[config.mk]
export PLATFORM = sky130hd
export DESIGN_NAME = modbus_rtu_request_framer_top
export DESIGN_NICKNAME = d
export VERILOG_FILES = /design/src/design/mbrf_pkg.sv /design/src/design/mbrf_ctrl.sv /design/src/design/mbrf_dp.sv /design/src/design/modbus_rtu_request_framer_top.sv
export VERILOG_INCLUDE_DIRS = /design/src /design/src/design
export SDC_FILE = /design/constraint.sdc
export NUM_CORES = 1
export LEC_CHECK = 0
export BUFFER_PORTS_ARGS = -buffer_cell sky130_fd_sc_hd__buf_2
export CORE_AREA = 8 8 128 100
export DETAILED_ROUTE_END_ITERATION = 12
export DIE_AREA = 0 0 136 108
export PLACE_DENSITY = 0.77
export REMOVE_ABC_BUFFERS = 1
export SYNTH_ARGS = -nofsm -noshare
export SYNTH_HDL_FRONTEND = slang
export SYNTH_SLANG_ARGS = --single-unit
[constraint.sdc]
create_clock -name clk -period 10.3 [get_ports clk]
set_input_delay 3.09 -clock clk [delete_from_list [all_inputs] [get_ports clk]]
set_output_delay 3.09 -clock clk [all_outputs]
set_load 0.05 [all_outputs]
[src/design/assert_macros.svh]
// assertion macros shared by the framer modules
`ifndef ASSERT_MACROS_SVH
`define ASSERT_MACROS_SVH
`ifndef ASSERT_OFF
`define ASSERT_ALWAYS(label, clk, rst, prop, msg) \
  label: assert property (@(posedge clk) disable iff (rst) (prop)) else $error(msg);
`define ASSERT_NEXT(label, clk, rst, pre, post, msg) \
  label: assert property (@(posedge clk) disable iff (rst) (pre) |=> (post)) else $error(msg);
`else
`define ASSERT_ALWAYS(label, clk, rst, prop, msg)
`define ASSERT_NEXT(label, clk, rst, pre, post, msg)
`endif
`endif

[src/design/mbrf_pkg.sv]
// types, codes and helper functions of the modbus rtu request framer
package mbrf_pkg;

  localparam int MAX_FRAME_BYTES_DEF = 64;

  typedef enum logic [2:0] {
    OP_RD_INPUTS   = 3'd0,
    OP_RD_COILS    = 3'd1,
    OP_RD_IN_REGS  = 3'd2,
    OP_RD_HOLDING  = 3'd3,
    OP_WR_COILS    = 3'd4,
    OP_WR_HOLDING  = 3'd5
  } opcode_e;

  localparam logic [2:0] OP_LAST = OP_WR_HOLDING;

  localparam logic [7:0] FC_RD_INPUTS  = 8'h02;
  localparam logic [7:0] FC_RD_COILS   = 8'h01;
  localparam logic [7:0] FC_RD_IN_REGS = 8'h04;
  localparam logic [7:0] FC_RD_HOLDING = 8'h03;
  localparam logic [7:0] FC_WR_COILS   = 8'h0F;
  localparam logic [7:0] FC_WR_HOLDING = 8'h10;

  localparam logic [15:0] CRC_INIT = 16'hFFFF;
  localparam logic [15:0] CRC_POLY = 16'hA001;
  localparam logic [11:0] REPLY_MAX = 12'hFFF;
  localparam logic [11:0] REPLY_WRITE = 12'd8;

  typedef struct packed {
    logic [2:0]  opcode;
    logic [7:0]  station_address;
    logic [15:0] start_address;
    logic [10:0] item_count;
  } req_t;

  typedef struct packed {
    logic [7:0]  frame_byte;
    logic        last_byte;
    logic [11:0] reply_length;
    logic        write_request;
    logic        too_long;
  } rsp_t;

  typedef enum logic [1:0] {
    ST_IDLE,
    ST_FRAME,
    ST_ERROR
  } state_t;

  typedef struct packed {
    logic load;
    logic advance;
  } dp_cmd_t;

  typedef struct packed {
    logic op_ok;
    logic too_long;
    logic last;
  } dp_sts_t;

  function automatic logic [7:0] fcode(input logic [2:0] op);
    logic [7:0] f;
    case (op)
      OP_RD_INPUTS:  f = FC_RD_INPUTS;
      OP_RD_COILS:   f = FC_RD_COILS;
      OP_RD_IN_REGS: f = FC_RD_IN_REGS;
      OP_RD_HOLDING: f = FC_RD_HOLDING;
      OP_WR_COILS:   f = FC_WR_COILS;
      OP_WR_HOLDING: f = FC_WR_HOLDING;
      default:       f = 8'h00;
    endcase
    return f;
  endfunction

  // one byte through the reflected crc-16, lsb first
  function automatic logic [15:0] crc_update(input logic [15:0] crc_in, input logic [7:0] b);
    logic [15:0] c;
    c = crc_in ^ {8'h00, b};
    for (int k = 0; k < 8; k++) begin
      c = c[0] ? ((c >> 1) ^ CRC_POLY) : (c >> 1);
    end
    return c;
  endfunction

endpackage

[src/design/mbrf_ctrl.sv]
// controller state machine of the modbus rtu request framer
`include "assert_macros.svh"
module mbrf_ctrl (
  input  logic              clk,
  input  logic              rst,
  input  logic              req_valid,
  output logic              req_ready,
  output logic              rsp_valid,
  input  logic              rsp_ready,
  output mbrf_pkg::dp_cmd_t cmd,
  input  mbrf_pkg::dp_sts_t sts
);
  import mbrf_pkg::*;

  state_t state, state_next;

  always_ff @(posedge clk) begin
    if (rst) begin
      state <= ST_IDLE;
    end else begin
      state <= state_next;
    end
  end

  always_comb begin
    state_next  = state;
    req_ready   = 1'b0;
    rsp_valid   = 1'b0;
    cmd.load    = 1'b0;
    cmd.advance = 1'b0;
    case (state)
      ST_IDLE: begin
        req_ready = 1'b1;
        cmd.load  = req_valid;
        // unused opcodes are taken and dropped
        if (req_valid && sts.op_ok) begin
          state_next = sts.too_long ? ST_ERROR : ST_FRAME;
        end
      end
      ST_FRAME: begin
        rsp_valid   = 1'b1;
        cmd.advance = rsp_ready;
        if (rsp_ready && sts.last) begin
          state_next = ST_IDLE;
        end
      end
      ST_ERROR: begin
        rsp_valid = 1'b1;
        if (rsp_ready) begin
          state_next = ST_IDLE;
        end
      end
      default: begin
        state_next = ST_IDLE;
      end
    endcase
  end

  `ASSERT_ALWAYS(a_one_side, clk, rst, !(req_ready && rsp_valid), "input and output open together")
  `ASSERT_NEXT(a_err_single, clk, rst, state == ST_ERROR && rsp_ready, state == ST_IDLE,
               "error result not single")
  `ASSERT_NEXT(a_frame_end, clk, rst, state == ST_FRAME && rsp_ready && sts.last,
               state == ST_IDLE, "frame did not end on last byte")

endmodule

[src/design/mbrf_dp.sv]
// datapath of the modbus rtu request framer: request fields, byte index, crc
`include "assert_macros.svh"
module mbrf_dp #(
  parameter int MAX_FRAME_BYTES = mbrf_pkg::MAX_FRAME_BYTES_DEF
) (
  input  logic              clk,
  input  logic              rst,
  input  mbrf_pkg::req_t    req,
  output mbrf_pkg::rsp_t    rsp,
  input  mbrf_pkg::dp_cmd_t cmd,
  output mbrf_pkg::dp_sts_t sts
);
  import mbrf_pkg::*;

  localparam int IDX_W = $clog2(MAX_FRAME_BYTES);

  // request decode
  logic        in_wr;
  logic [12:0] in_payload;
  logic [12:0] in_len;
  logic [12:0] in_reply_w;
  logic [11:0] in_reply;
  logic        in_too_long;

  always_comb begin
    in_wr = (req.opcode == OP_WR_COILS) || (req.opcode == OP_WR_HOLDING);
    in_payload = 13'd0;
    if (req.opcode == OP_WR_COILS) begin
      in_payload = (13'(req.item_count) + 13'd7) >> 3;
    end else if (req.opcode == OP_WR_HOLDING) begin
      in_payload = {1'b0, req.item_count, 1'b0};
    end
    in_len = in_wr ? (13'd9 + in_payload) : 13'd8;
    if (req.opcode == OP_RD_INPUTS || req.opcode == OP_RD_COILS) begin
      in_reply_w = 13'd5 + ((13'(req.item_count) + 13'd7) >> 3);
    end else begin
      in_reply_w = 13'd5 + {1'b0, req.item_count, 1'b0};
    end
    if (in_wr) begin
      in_reply = REPLY_WRITE;
    end else if (in_reply_w > 13'(REPLY_MAX)) begin
      in_reply = REPLY_MAX;
    end else begin
      in_reply = in_reply_w[11:0];
    end
    in_too_long = in_wr && (in_len > 13'(MAX_FRAME_BYTES));
  end

  // latched request
  logic [2:0]       opcode;
  logic [7:0]       station;
  logic [15:0]      start_addr;
  logic [10:0]      count;
  logic [7:0]       byte_count;
  logic [11:0]      reply;
  logic             wr;
  logic             err;
  logic [IDX_W-1:0] last_idx;
  logic [IDX_W-1:0] crc_lo_idx;
  logic [IDX_W-1:0] idx;
  logic [15:0]      crc;
  logic [7:0]       cur_byte;

  always_ff @(posedge clk) begin
    if (cmd.load) begin
      opcode     <= req.opcode;
      station    <= req.station_address;
      start_addr <= req.start_address;
      count      <= req.item_count;
      byte_count <= in_payload[7:0];
      reply      <= in_reply;
      wr         <= in_wr;
      err        <= in_too_long;
      last_idx   <= IDX_W'(in_len - 13'd1);
      crc_lo_idx <= IDX_W'(in_len - 13'd2);
      idx        <= '0;
      crc        <= CRC_INIT;
    end else if (cmd.advance) begin
      if (idx < crc_lo_idx) begin
        crc <= crc_update(crc, cur_byte);
      end
      idx <= idx + IDX_W'(1);
    end
  end

  always_comb begin
    if (idx == last_idx) begin
      cur_byte = crc[15:8];
    end else if (idx == crc_lo_idx) begin
      cur_byte = crc[7:0];
    end else begin
      case (idx)
        IDX_W'(0): cur_byte = station;
        IDX_W'(1): cur_byte = fcode(opcode);
        IDX_W'(2): cur_byte = start_addr[15:8];
        IDX_W'(3): cur_byte = start_addr[7:0];
        IDX_W'(4): cur_byte = {5'd0, count[10:8]};
        IDX_W'(5): cur_byte = count[7:0];
        IDX_W'(6): cur_byte = byte_count;
        default:   cur_byte = 8'h00;
      endcase
    end
  end

  always_comb begin
    if (err) begin
      rsp.frame_byte    = 8'h00;
      rsp.last_byte     = 1'b1;
      rsp.reply_length  = REPLY_WRITE;
      rsp.write_request = 1'b1;
      rsp.too_long      = 1'b1;
    end else begin
      rsp.frame_byte    = cur_byte;
      rsp.last_byte     = (idx == last_idx);
      rsp.reply_length  = reply;
      rsp.write_request = wr;
      rsp.too_long      = 1'b0;
    end
  end

  assign sts.op_ok    = (req.opcode <= OP_LAST);
  assign sts.too_long = in_too_long;
  assign sts.last     = (idx == last_idx);

  `ASSERT_ALWAYS(a_cmd_excl, clk, rst, !(cmd.load && cmd.advance), "load and advance together")
  `ASSERT_NEXT(a_load_init, clk, rst, cmd.load, idx == '0 && crc == CRC_INIT,
               "load did not restart index and crc")
  `ASSERT_ALWAYS(a_idx_range, clk, rst, !cmd.advance || idx <= last_idx,
                 "byte index ran past frame end")

endmodule

[src/design/modbus_rtu_request_framer_top.sv]
// top level of the modbus rtu request framer
// Usage:
//   req channel (req_valid/req_ready, payload req) takes one master request:
//   opcode, station address, start address and item count.
//   rsp channel (rsp_valid/rsp_ready, payload rsp) gives the rtu frame, one
//   byte per beat in wire order, crc low byte before crc high byte; each beat
//   also carries the expected reply length and the write flag, and last_byte
//   marks the final crc byte.
//   A write whose frame exceeds MAX_FRAME_BYTES gives one error beat
//   (too_long set, last_byte set) and no frame. Opcodes 6 and 7 are taken
//   and give no beat.
// Timing:
//   the first byte is offered the cycle after the request is taken; one byte
//   leaves per cycle while rsp_ready is high. The crc register is updated by
//   one byte per data beat, up to the crc bytes, in the datapath, and a new
//   request is taken only once the last beat of the previous one has gone.
//   When the receiver stalls the current beat holds unchanged.
// Reset: rst returns the controller to idle; no beat is pending after reset.
module modbus_rtu_request_framer_top #(
  parameter int MAX_FRAME_BYTES = mbrf_pkg::MAX_FRAME_BYTES_DEF
) (
  input  logic           clk,
  input  logic           rst,
  input  logic           req_valid,
  output logic           req_ready,
  input  mbrf_pkg::req_t req,
  output logic           rsp_valid,
  input  logic           rsp_ready,
  output mbrf_pkg::rsp_t rsp
);
  import mbrf_pkg::*;

  dp_cmd_t cmd;
  dp_sts_t sts;

  mbrf_ctrl u_ctrl (
    .clk       (clk),
    .rst       (rst),
    .req_valid (req_valid),
    .req_ready (req_ready),
    .rsp_valid (rsp_valid),
    .rsp_ready (rsp_ready),
    .cmd       (cmd),
    .sts       (sts)
  );

  mbrf_dp #(
    .MAX_FRAME_BYTES (MAX_FRAME_BYTES)
  ) u_dp (
    .clk (clk),
    .rst (rst),
    .req (req),
    .rsp (rsp),
    .cmd (cmd),
    .sts (sts)
  );

endmodule
== After elaboration in Yosys (flattened, before gate mapping) ==
Cells that the tools add are included.
Operators by class
  add/subtract/negate cells: 7
  multipliers: 0
  div/mod/pow operators: 0
  order comparisons: 4
  eq/ne operators: 21
  shifts and indexed selects: 0
  mux-type cells: 27
  bitwise logic cells: 9
  reduce and logical (&&, ||, !) cells: 13
Operators by type and width (number)
  $mux 16: 8
  $pmux 8 s7: 1
  $mux 12: 3
  $pmux 5 s6: 1
  $mux 13: 2
  $not 2->3: 8
  $mux 23: 1
  $eq 6x3->1 const B: 3
  $mux 8: 2
  $xor 16x8->16: 1
  $add 3x12->13 const A: 1
  $add 4x13->13 const A: 1
  $gt 13x12->1 const B: 1
  $gt 13x7->1 const B: 1
  $add 11x3->12 const B: 1
  $eq 3x3->1 const B: 4
  $eq 6x2->1 const B: 2
  $eq 6x6->1: 2
  $add 3x10->11 const A: 1
  $mux 2: 4
  $add 6x1->6 const B: 1
  $eq 3x1->1 const B: 2
  $eq 3x2->1 const B: 2
  $eq 6x1->1 const B: 1
  other kinds (18): 27
Word-level totals
  flip-flop bits (word level): 96
  bits in latches: 0
  memory bits (writable): 0
  ROM bits: 0
  input port bits: 42
  output and inout port bits: 25
  logic and storage cells: 95
  memories kept: 0

== Logic depth before layout (Yosys ltp) ==
Gate-level depths: netlist (run 1).
  depth after elaboration: 22
  gate-level depth with buffers: 15
  gate-level depth less buffers: 15

== Modules after synthesis ==
From an unflattened synthesis (run 1), not the netlist that was laid out.
Second synthesis, totals
  cells, all modules: 551
  area, all modules: 5592.9 um^2
Modules (own cells, without submodules)
  mbrf_dp: times used 1, cells each 531, area an instance 5421.4 um^2, seq. area each 2602.5 um^2
  mbrf_ctrl: times used 1, cells each 20, area an instance 171.4 um^2, seq. area each 40.0 um^2

== Least setup slack after synthesis (run 1) ==
Ideal clock, no wire load.
  path type: reg2out
  from: register u_dp.last_idx[5]
  to: output port rsp[21] in the netlist's numbering
  arrival time: 3019 ps
  required time: 7210 ps
  setup slack: 4191 ps
  cell stages (with the launch flop): 8
  path buffers: 3
  path through: edfxtp_1 > xor2_1 > nor4_4 > nand2_1 > buf_2 > clkbuf_1 > buf_1 > a311oi_1
RTL lines
  from (decl): line mbrf_dp.sv:58  | logic [IDX_W-1:0] last_idx;
  from (signal assigned): line mbrf_dp.sv:74  | last_idx <= IDX_W'(in_len - 13'd1);
  to (decl): line modbus_rtu_request_framer_top.sv:29  | output mbrf_pkg::rsp_t rsp

==> impl_results.md, run 1 <==
* Outcome: finished, final reports clean
* Switching share of power at 38.0%
* Total number of vias at 4526
* Post-CTS setup buffer count at 0
* Commonest non-fill, non-tap cell in the layout: edfxtp_1
* Post-synth ARST share at 0%
* Die area at approximately 15000 um2
* Internal power at 0.893 mW
* Clock Tree Buf Depth at 2
* Share of cells above drive strength 1 at roughly 17%
* Worst Max-Slew Pin Slew at ~1100 ps
* Comb pwr share at between 30% and 40%
* Vias in the first global route at 4431
* Global route overflow at 0
* Required @ worst endpoint at roughly 7000 ps
* Peak VDD IR at 0.000103 V
* Post-synth cell types at 72
* Largest family of logic cells by synthesized area: compound AO/OA/AOI/OAI gates
* Starting density of the core at 53.5%
* EDFF count, synth at between 70 and 80
* Worst setup EP type: primary output
* Max Fclk at ~0.16 GHz
* Core ar. at between 10000 and 15000 um2
* Max-slew violation count at 0
* Gr usage total at roughly a fifth
* Reg clk slew, reported paths at 70 ps
* I/O pin count at 67
* Top FF cell, synth: edfxtp_1
* Post-Syn Area at approximately 5700 um2
* Post-synthesis mux area share at 2.11%
* Minimum clock period at 6410 ps
* Crit path launch type: flop
* XOR/XNOR Fraction of Synth Area at 8.34%
* Hold slack at 533 ps
* RSZ-0062 raised after global routing: false
* Routed WL per cell at approximately 19 um
* Hold buffer count at cts at 0
* Lkg Pwr at approximately 2.5 nW
* Clk pwr share at approximately 23%
* Total Nets Final at approximately 670
* Resize count post-CTS at 0
* Max-Cap Viols at 0
* Slew HR at about a quarter
* Diode count at 0
* Initial drt markers at 420
* Worst path max stage delay at between 900 and 1000 ps
* Data arrival time of the worst path at 3320 ps
* Switch Pwr at around 0.55 mW
* Tcrit/Tclk final at between 60% and 70%
* Gpl congestion at around 0.94
* First-pass GRT wire length at roughly 22 mm
* Die width at 136 um
* Part of the power in registers at a little under two fifths
* Post-detail-place hpwl at roughly 10 mm
* Final setup fails at 0
* Post-layout util at 59.3%
* Compound-gate portion of the synthesized area at between 15 and 20%
* Final Hold Viols at 0
* Largest net degree at the start of global routing at 65
* Routed vias/inst at roughly 6
* Area grow syn2layout at 10.7%
* CTS tree: done
* Number of synthesized register bits at 96
* H-tree level count at 3
* Die Y at between 100 and 150 um
* Slowest CP cell: dfxtp_1
* Register area share after synthesis at around 46%
* Routed WL at around 14 mm
* TritonCTS Sinks at 96
* Syn Area/Cell at ~10 um2
* Num CTS Buffers at 9
* Simple-gate share of the synthesized area at 16.3%
* Worst min path class: flop to flop
* Adder-cell share of the synthesized area at approximately 4.6%
* Crit path cell chain: xor2_1 -> nor2_1 -> nand2_1 -> a311oi_1 -> buf_2
* Initial antenna violation count at 0
* Detail Route Antenna Nets at 0
* Pwr/cell area at 226 nW/um2
* Core Rows at 33
* Clk_lat worst skew at 340 ps
* Mapped Cells at 563
* Port bufs at 66
* Critical path class: flop to primary output
* Most frequent cells in the layout: edfxtp_1, buf_2, nand2_1
* Clock Skew at about 4.6 ps
* Crit Path Max Fanout at 34
* DRC at 0
* Yosys warns at 0
* Root buffer cell: clkbuf_16
* First drt pass iteration count at 5
* Setup TNS at 0 ps
-- synthesized netlist by cell type, drive strengths merged (13+ instances only) --
master,count,share of area (%)
nor2,27,1.8
edfxtp,72,38
xor2,20,3.0
o21ai,28,2.4
a22oi,13,1.7
clkbuf,16,1.4
xnor2,31,4.9
dfxtp,24,8.4
ha,21,4.6
nand2,60,3.9
buf,16,1.7
a21oi,23,2.2
nand3,29,2.6
nor2b,14,1.5
inv,33,2.2
-- worst paths after layout --
| path | slack, ps | depth (start not counted) | from | endpoint |
|---|---|---|---|---|
| hold reg to reg | 530 | 2 | u_ctrl.state[0] | u_ctrl.state[0] |
| setup / recovery | 3890 | 5 | u_dp.idx[2] | rsp[18] |
| setup reg to reg | 6140 | 9 | u_dp.idx[2] | u_dp.crc[15] |
| hold / removal | 530 | 2 | u_ctrl.state[0] | u_ctrl.state[0] |
-- worst max-delay path, delay by kind of cell, from the launching register on --
kind	cells	cell delay (ps)
DFF	1	950
xor gates and xnor gates	1	160
and+or+nand+nor	2	1050
buffers and inverters	1	320
AOI/OAI and AO/OA	1	480
-- through the flow --
step | power [mW] | instance area, um2 | worst slack (ps) | std cells
5_1_grt | 1.51 | 6360 | 3600 | 754
2_1_floorplan | 0.977 | 5570 | 4090 | 531
4_1_cts | 1.44 | 6360 | 3920 | 754
3_5_place_dp | 1.11 | 6080 | 4230 | 738
6_report | 1.44 | 6360 | 3890 | 754
3_3_place_gp | 1.10 | 6080 | 4410 | 738
-- registers in the layout, indices dropped and copies added, names as in the netlist --
name,flops
u_dp.station,8
u_dp.crc_lo_idx,6
u_dp.count,11
u_dp.reply,12
u_dp.start_addr,16
u_dp.crc,16
u_dp.opcode,3
u_dp.wr,1
u_dp.err,1
u_dp.idx,6
u_dp.last_idx,6
u_dp.byte_count,8
u_ctrl.state,2
-- cells by family (layout without fill, tap and decap cells) --
logic type      after synthesis  in the layout
simple gates                181            181
compound gates              136            136
flops                        96             96
buf+inv                      65            116
xor+xnor                     52             52
fa+ha+maj                    21             21
mux                          12             12
-- power by group through the flow --
stage / clock (mW) / combinational, mW / sequential, mW
after CTS: 0.327 / 0.575 / 0.541
final: 0.323 / 0.575 / 0.542
after detailed placement: 0 / 0.566 / 0.549
after global routing: 0.340 / 0.618 / 0.550
after floorplan: 0 / 0.440 / 0.537
after global placement: 0 / 0.552 / 0.546
-- cell type report --
class                   count  area (um2)
clock inverters             5        47.5
inverters                  33         124
repair buffers             67         338
clock buffers              11         233
fillers                   940        4370
well taps                 140         175
multi-input cells         402        2800
flip-flops and latches     96        2640
-- layer usage --
layer / global-route usage [%] / part of all wire [%]
met1: 24.9 / 44
met2: 30.4 / 46
met3: 5.19 / 6.8
met4: 7.35 / 2.3
met5: 0 / 0
No activity file was read; power rests on OpenSTA's default activity.
==> inputs of run 2 (changes only) <==
CORE_AREA = 8 8 130 102   (was 8 8 128 100)
DIE_AREA = 0 0 138 110   (was 0 0 136 108)
PLACE_DENSITY = 0.78   (was 0.77)
clock period = 5.7 ns   (was 10.3 ns; I/O delays follow)
==> run 2 against run 1 <==
Effect of this change: hold slack got worse by 7.3 ps; combinational power is 79% higher; clock-buffer cell count increased by 1; routed wire length up 1.2%; register-to-register slack lost 4300 ps; setup slack lost 3200 ps; final cell count grew 0.80%; final area grew 0.51%; critical endpoint is now rsp[15]; highest routed layer is now met5.
==> impl_results.md, run 2 (same netlist as run 1, synthesis figures left out) <==
* Worst-case reg-to-reg path depth at 10 (+1)
* Diode count at 0 (unchanged)
* Worst Max-Slew Pin Slew at 1170 ps (+37.2 ps)
* Max Fclk at between 0.15 and 0.2 GHz
* Placed Instance Area at 6100 um2 (+0.33%)
* Global route overflow at 0 (unchanged)
* CP startpoint: u_dp.idx[2]
* Total number of vias at 4498 (-0.62%)
* Core Rows at 34 (+3.0%)
* Worst setup EP type: primary output
* Share of cells above drive strength 1 at 18.2% (+0.76 points)
* Slew HR at 21.9% (-2.5 points)
* Die area at 15200 um2 (+3.3%)
* Wl on met1 at 6.51 mm (+4.7%)
* DRC at 0 (unchanged)
* Gpl congestion at 0.954 (+2.0%)
* H-tree level count at 3 (unchanged)
* Sequential cell area at 2640 um2 (unchanged)
* WHS Endpoint: u_ctrl.state[0]
* DR WL met3 at 916 um (-4.1%)
* Required @ worst endpoint at 3990 ps (-3220 ps)
* Data arrival time of the worst path at 3300 ps (-20 ps)
* Hold depth at 2 (unchanged)
* R2r startpoint: u_dp.idx[2]
* Minimum clock period at around 5000 ps
* Crit Path Max Fanout at 23 (-32%)
* Starting density of the core at 51.2% (-2.4 points)
* Final setup margin at 689 ps (-3200 ps)
* Post-detail-place hpwl at 10.3 mm (+2.0%)
* Pwr/cell area at 406 nW/um2 (+79%)
* Setup TNS at 0 ps (unchanged)
* Core ar. at 11200 um2 (+4.6%)
* Clock Skew at 6.89 ps (+2.30 ps)
* Num CTS Buffers at 9 (unchanged)
* Die width at 138 um (+1.5%)
* TritonCTS Sinks at 96 (unchanged)
* RSZ-0062 raised after global routing: false
* Largest net degree at the start of global routing at 43 (-34%)
* Routed WL at 14.2 mm (+1.2%)
* Max-slew violation count at 0 (unchanged)
* Setup slack at placement at 994 ps (-3240 ps)
* Worst min path class: flop to flop
* Critical path class: flop to primary output
* Lkg Pwr at 2.53 nW (+0.76%)
* Detail Route Antenna Nets at 0 (unchanged)
* Root buffer cell: clkbuf_16
* Final setup fails at 0 (unchanged)
* Routed WL per cell at 18.6 um (+0.44%)
* Clk_lat worst skew at 340 ps (about the same)
* Worst r2r dst: u_dp.crc[15]
* Top layer reached by signal wires: met5
* Most frequent cells in the layout: edfxtp_1, buf_2, nand2_1
* Hold buffer count at cts at 0 (unchanged)
* Tcrit/Tclk final at 87.9%
* Die Y at 110 um (+1.9%)
* Max-Cap Viols at 0 (unchanged)
* Commonest non-fill, non-tap cell in the layout: edfxtp_1
* Routed vias/inst at 5.92 (-1.4%)
* R2R Setup Slk at 1800 ps (-4340 ps)
* WL met2 at 6.33 mm (-2.3%)
* Area of the multi-input gates at 2800 um2 (unchanged)
* Hold Startpoint: u_ctrl.state[0]
* Total power at 2.60 mW (+80%)
* Gr usage total at 18.7% (-0.58 points)
* Post-route cell area at 6390 um2 (+0.51%)
* Crit path launch type: flop
* Outcome: finished, final reports clean
* CTS tree: done
* First-pass GRT wire length at 22.9 mm (+2.6%)
* Final Hold Viols at 0 (unchanged)
* Initial drt markers at 318 (-24%)
* Resize count post-CTS at 0 (unchanged)
* Post-CTS setup buffer count at 0 (unchanged)
* Biggest regs: u_dp.crc (16), u_dp.start_addr (16), u_dp.reply (12)
* First drt pass iteration count at 6 (+1)
* Fillers at 995 (+5.9%)
* Port bufs at 66 (unchanged)
* I/O pin count at 67 (unchanged)
* Clock Tree Buf Depth at 2 (unchanged)
* Peak VDD IR at 0.000221 V (+110%)
* Vias in the first global route at 4478 (+1.1%)
* Total Nets Final at 674 (+0.30%)
* Initial antenna violation count at 1 (+1)
* Reg clk slew, reported paths at 60 ps (about the same)
* Area grow syn2layout at 11.3%
[run 2: cell types whose count changed in the layout (fill, tap and decap cells not counted)]
cell / previous run / this run
clkbuf_1: 2 / 1
clkbuf_16: 9 / 10
buf_4: 1 / 3
inv_6: 0 / 1
inv_4: 0 / 1
clkinv_1: 2 / 0
bufinv_16: 1 / 0
clkbuf_8: 0 / 1
[run 2: stage by stage]
step | hold WS, ps | cells | util [%]
final | 526 | 760 | 56.9
after global routing | 552 | 760 | 56.9
after CTS | 529 | 760 | 56.9
after detailed placement | 513 | 744 | 54.3
after global placement | 498 | 744 | 54.3
after floorplan | 480 | 531 | -
[run 2: report_power, final]
part	total [mW]	internal [mW]	switching, mW
clock network	0.590	0.335	0.255
registers	0.977	0.898	0.0791
logic	1.03	0.380	0.648
[run 2: how the worst max path moves through the flow]
stage / endpoint / slack (ps)
final: rsp[15] / 690
after global routing: rsp[15] / 540
after CTS: rsp[15] / 800
after detailed placement: u_ctrl.state[0] / 990
after global placement: u_ctrl.state[0] / 1180
after floorplan: rsp[21] / 870
[run 2: critical path, cell delays in order, from the launching register on]
cell	delay [ps]
dfxtp_1	950
xor2_1	150
nor2_1	430
nand2_1	440
buf_4	340
a311oi_1	310
buf_2	340
[run 2: layout make-up]
cell class	count	share of cell area, %
Multi-Input combinational cell	402	43.8
Sequential cell	96	41.3
Timing Repair Buffer	69	5.52
Clock buffer	12	4.19
Tap cell	144	2.82
Inverter	33	1.94
Clock inverter	4	0.391
[run 2: metal layers]
layer / vias to the layer above / global-route usage (%)
li1: 2156 / -
met1: 2131 / 24.1
met2: 177 / 30.1
met3: 32 / 4.54
met4: 2 / 7.27
met5: - / 0
==> inputs of run 3 (changes only) <==
BUFFER_PORTS_ARGS = -buffer_cell sky130_fd_sc_hd__clkbuf_2   (was -buffer_cell sky130_fd_sc_hd__buf_2)
CORE_AREA = 8 8 128 100   (was 8 8 130 102)
DIE_AREA = 0 0 136 108   (was 0 0 138 110)
PLACE_DENSITY = 0.77   (was 0.78)
clock period = 4.7 ns   (was 5.7 ns; I/O delays follow)
==> run 3 against run 2 <==
Effect of this change: register-to-register slack worse by 680 ps; combinational power increased by 22%; routed wire length increased by 0.73%; hold slack better by 5.0 ps; sequential share of layout area fell by 0.47 points; global-route usage rose by 1.1 points; clock power up 36%; clock skew increased by 1.9 ps; critical endpoint unchanged; largest cell class unchanged; largest power group unchanged.
==> impl_results.md, run 3 (same netlist as run 1, synthesis figures left out) <==
* Outcome: finished, final reports clean
* Peak VDD IR at 0.000329 V (+49%)
* Slowest CP cell: nor4_4
* Worst Max-Slew Pin Slew at 1210 ps (+42.9 ps)
* Slew HR at 19.0% (-2.9 points)
* Largest net degree at the start of global routing at 46 (+7.0%)
* Total Nets Final at 678 (+0.59%)
* Total power at 3.25 mW (+25%)
* Root buffer cell: clkbuf_16
* CTS tree: done
* Area grow syn2layout at 12.5%
* Post-CTS setup buffer count at 0 (unchanged)
* Clock Tree Buf Depth at 2 (unchanged)
* Port bufs at 66 (unchanged)
* Die Y at 108 um (-1.8%)
* Max-Cap Viols at 0 (unchanged)
* I/O pin count at 67 (unchanged)
* Final setup fails at 0 (unchanged)
* Global route overflow at 0 (unchanged)
* Routed WL per cell at 18.8 um (+0.73%)
* Core ar. at 10700 um2 (-4.4%)
* Final Hold Viols at 0 (unchanged)
* Data arrival time of the worst path at 3000 ps (-300 ps)
* Clock Skew at 8.79 ps (+1.91 ps)
* Routed vias/inst at 6.06 (+2.4%)
* First-pass GRT wire length at 22.9 mm (about the same)
* H-tree level count at 3 (unchanged)
* Clk_lat worst skew at 350 ps (about the same)
* Required @ worst endpoint at 3290 ps (-700 ps)
* Core Rows at 33 (-2.9%)
* Max-slew violation count at 0 (unchanged)
* Finished Layout Cells at 760 (unchanged)
* Worst path max stage delay at 550 ps (-400 ps)
* Crit Path Max Fanout at 20 (-13%)
* Die width at 136 um (-1.4%)
* Share of cells above drive strength 1 at 18.7% (+0.53 points)
* Worst setup EP type: primary output
* Post-detail-place hpwl at 10.2 mm (-1.3%)
* Reg clk slew, reported paths at 70 ps (about the same)
* Final setup margin at 292 ps (-397 ps)
* Crit path max-delay family: simple AND/OR/NAND/NOR gates
* Crit path launch type: flop
* Setup TNS at 0 ps (unchanged)
* Minimum clock period at about 4400 ps
* Initial antenna violation count at 0 (-1)
* Crit path cell chain: xor2_1 -> nor4_4 -> nand2_1 -> buf_4 -> a311oi_1 -> clkbuf_2
* Gr usage total at 19.8% (+1.1 points)
* Placed cells at 744 (unchanged)
* Pwr/cell area at 502 nW/um2 (+24%)
* RSZ-0062 raised after global routing: false
* Diode count at 0 (unchanged)
* CP bufs+invs at 2 (unchanged)
* Setup slack at placement at 272 ps (-722 ps)
* Critical path class: flop to primary output
* Starting density of the core at 53.5% (+2.4 points)
* Commonest non-fill, non-tap cell in the layout: edfxtp_1
* Tcrit/Tclk final at 93.8%
* DRC at 0 (unchanged)
* Num CTS Buffers at 9 (unchanged)
* Most frequent cells in the layout: edfxtp_1, clkbuf_2, nand2_1
* Biggest regs: u_dp.crc (16), u_dp.start_addr (16), u_dp.reply (12)
* First drt pass iteration count at 7 (+1)
* Total number of vias at 4604 (+2.4%)
* Detail Route Antenna Nets at 0 (unchanged)
* Vias in the first global route at 4617 (+3.1%)
* Post-layout util at 60.3% (+3.3 points)
* Routed WL at 14.3 mm (+0.73%)
* TritonCTS Sinks at 96 (unchanged)
* Resize count post-CTS at 0 (unchanged)
* Gpl congestion at 0.959 (+0.52%)
* Die area at 14700 um2 (-3.2%)
* Max Fclk at about 0.23 GHz
* Lkg Pwr at 2.58 nW (+1.7%)
* Hold buffer count at cts at 0 (unchanged)
* Initial drt markers at 437 (+37%)
* Worst min path class: flop to flop
## run 3: cell count changes in the layout (fill, tap and decap cells not counted), moves of 2 or more
| cell | previous run | this run |
|---|---|---|
| clkinv_2 | 2 | 0 |
| bufinv_16 | 0 | 2 |
| clkbuf_2 | 0 | 66 |
| buf_2 | 66 | 0 |
| buf_4 | 3 | 6 |
## run 3: metrics by stage
| stage | hold slack, ps | instance area [um2] |
|---|---|---|
| after floorplan | 480 | 5570 |
| after global placement | 497 | 6140 |
| after detailed placement | 512 | 6140 |
| after CTS | 529 | 6470 |
| after global routing | 548 | 6470 |
| final | 531 | 6470 |
## run 3: final cells by class
cell class	count	area, um2
Multi-Input combinational cell	402	2800
Clock buffer	10	239
Fill cell	901	4270
Inverter	33	124
Tap cell	140	175
Sequential cell	96	2640
Clock inverter	6	90.1
Timing Repair Buffer	73	395
## run 3: power by group
part           switching [mW]  internal (mW)
clock network           0.321          0.484
registers              0.0946           1.09
logic                   0.797          0.463
total                    1.21           2.04
## run 3: routing by layer
layer  GRT usage [%]  vias up  wire (um)
met4            8.37        0        310
li1                -     2166          -
met3            5.10       26       1150
met5               0        -          0
met1            25.5     2212       6140
met2            31.2      200       6660
## run 3: tightest hold or removal path, stage by stage, from the launching register on
cell     delay (ps)
dfxtp_1         360
a21oi_1          70
o21ai_0          60
## run 3: final timing paths
| kind | start | endpoint | slack (ps) | cells past startpoint |
|---|---|---|---|---|
| setup / recovery | u_dp.idx[1] | rsp[15] | 290 | 6 |
| hold / removal | u_dp.crc[0] | u_dp.crc[0] | 530 | 2 |
| setup reg to reg | u_dp.idx[1] | u_dp.crc[15] | 1120 | 10 |
| hold reg to reg | u_dp.crc[0] | u_dp.crc[0] | 530 | 2 |
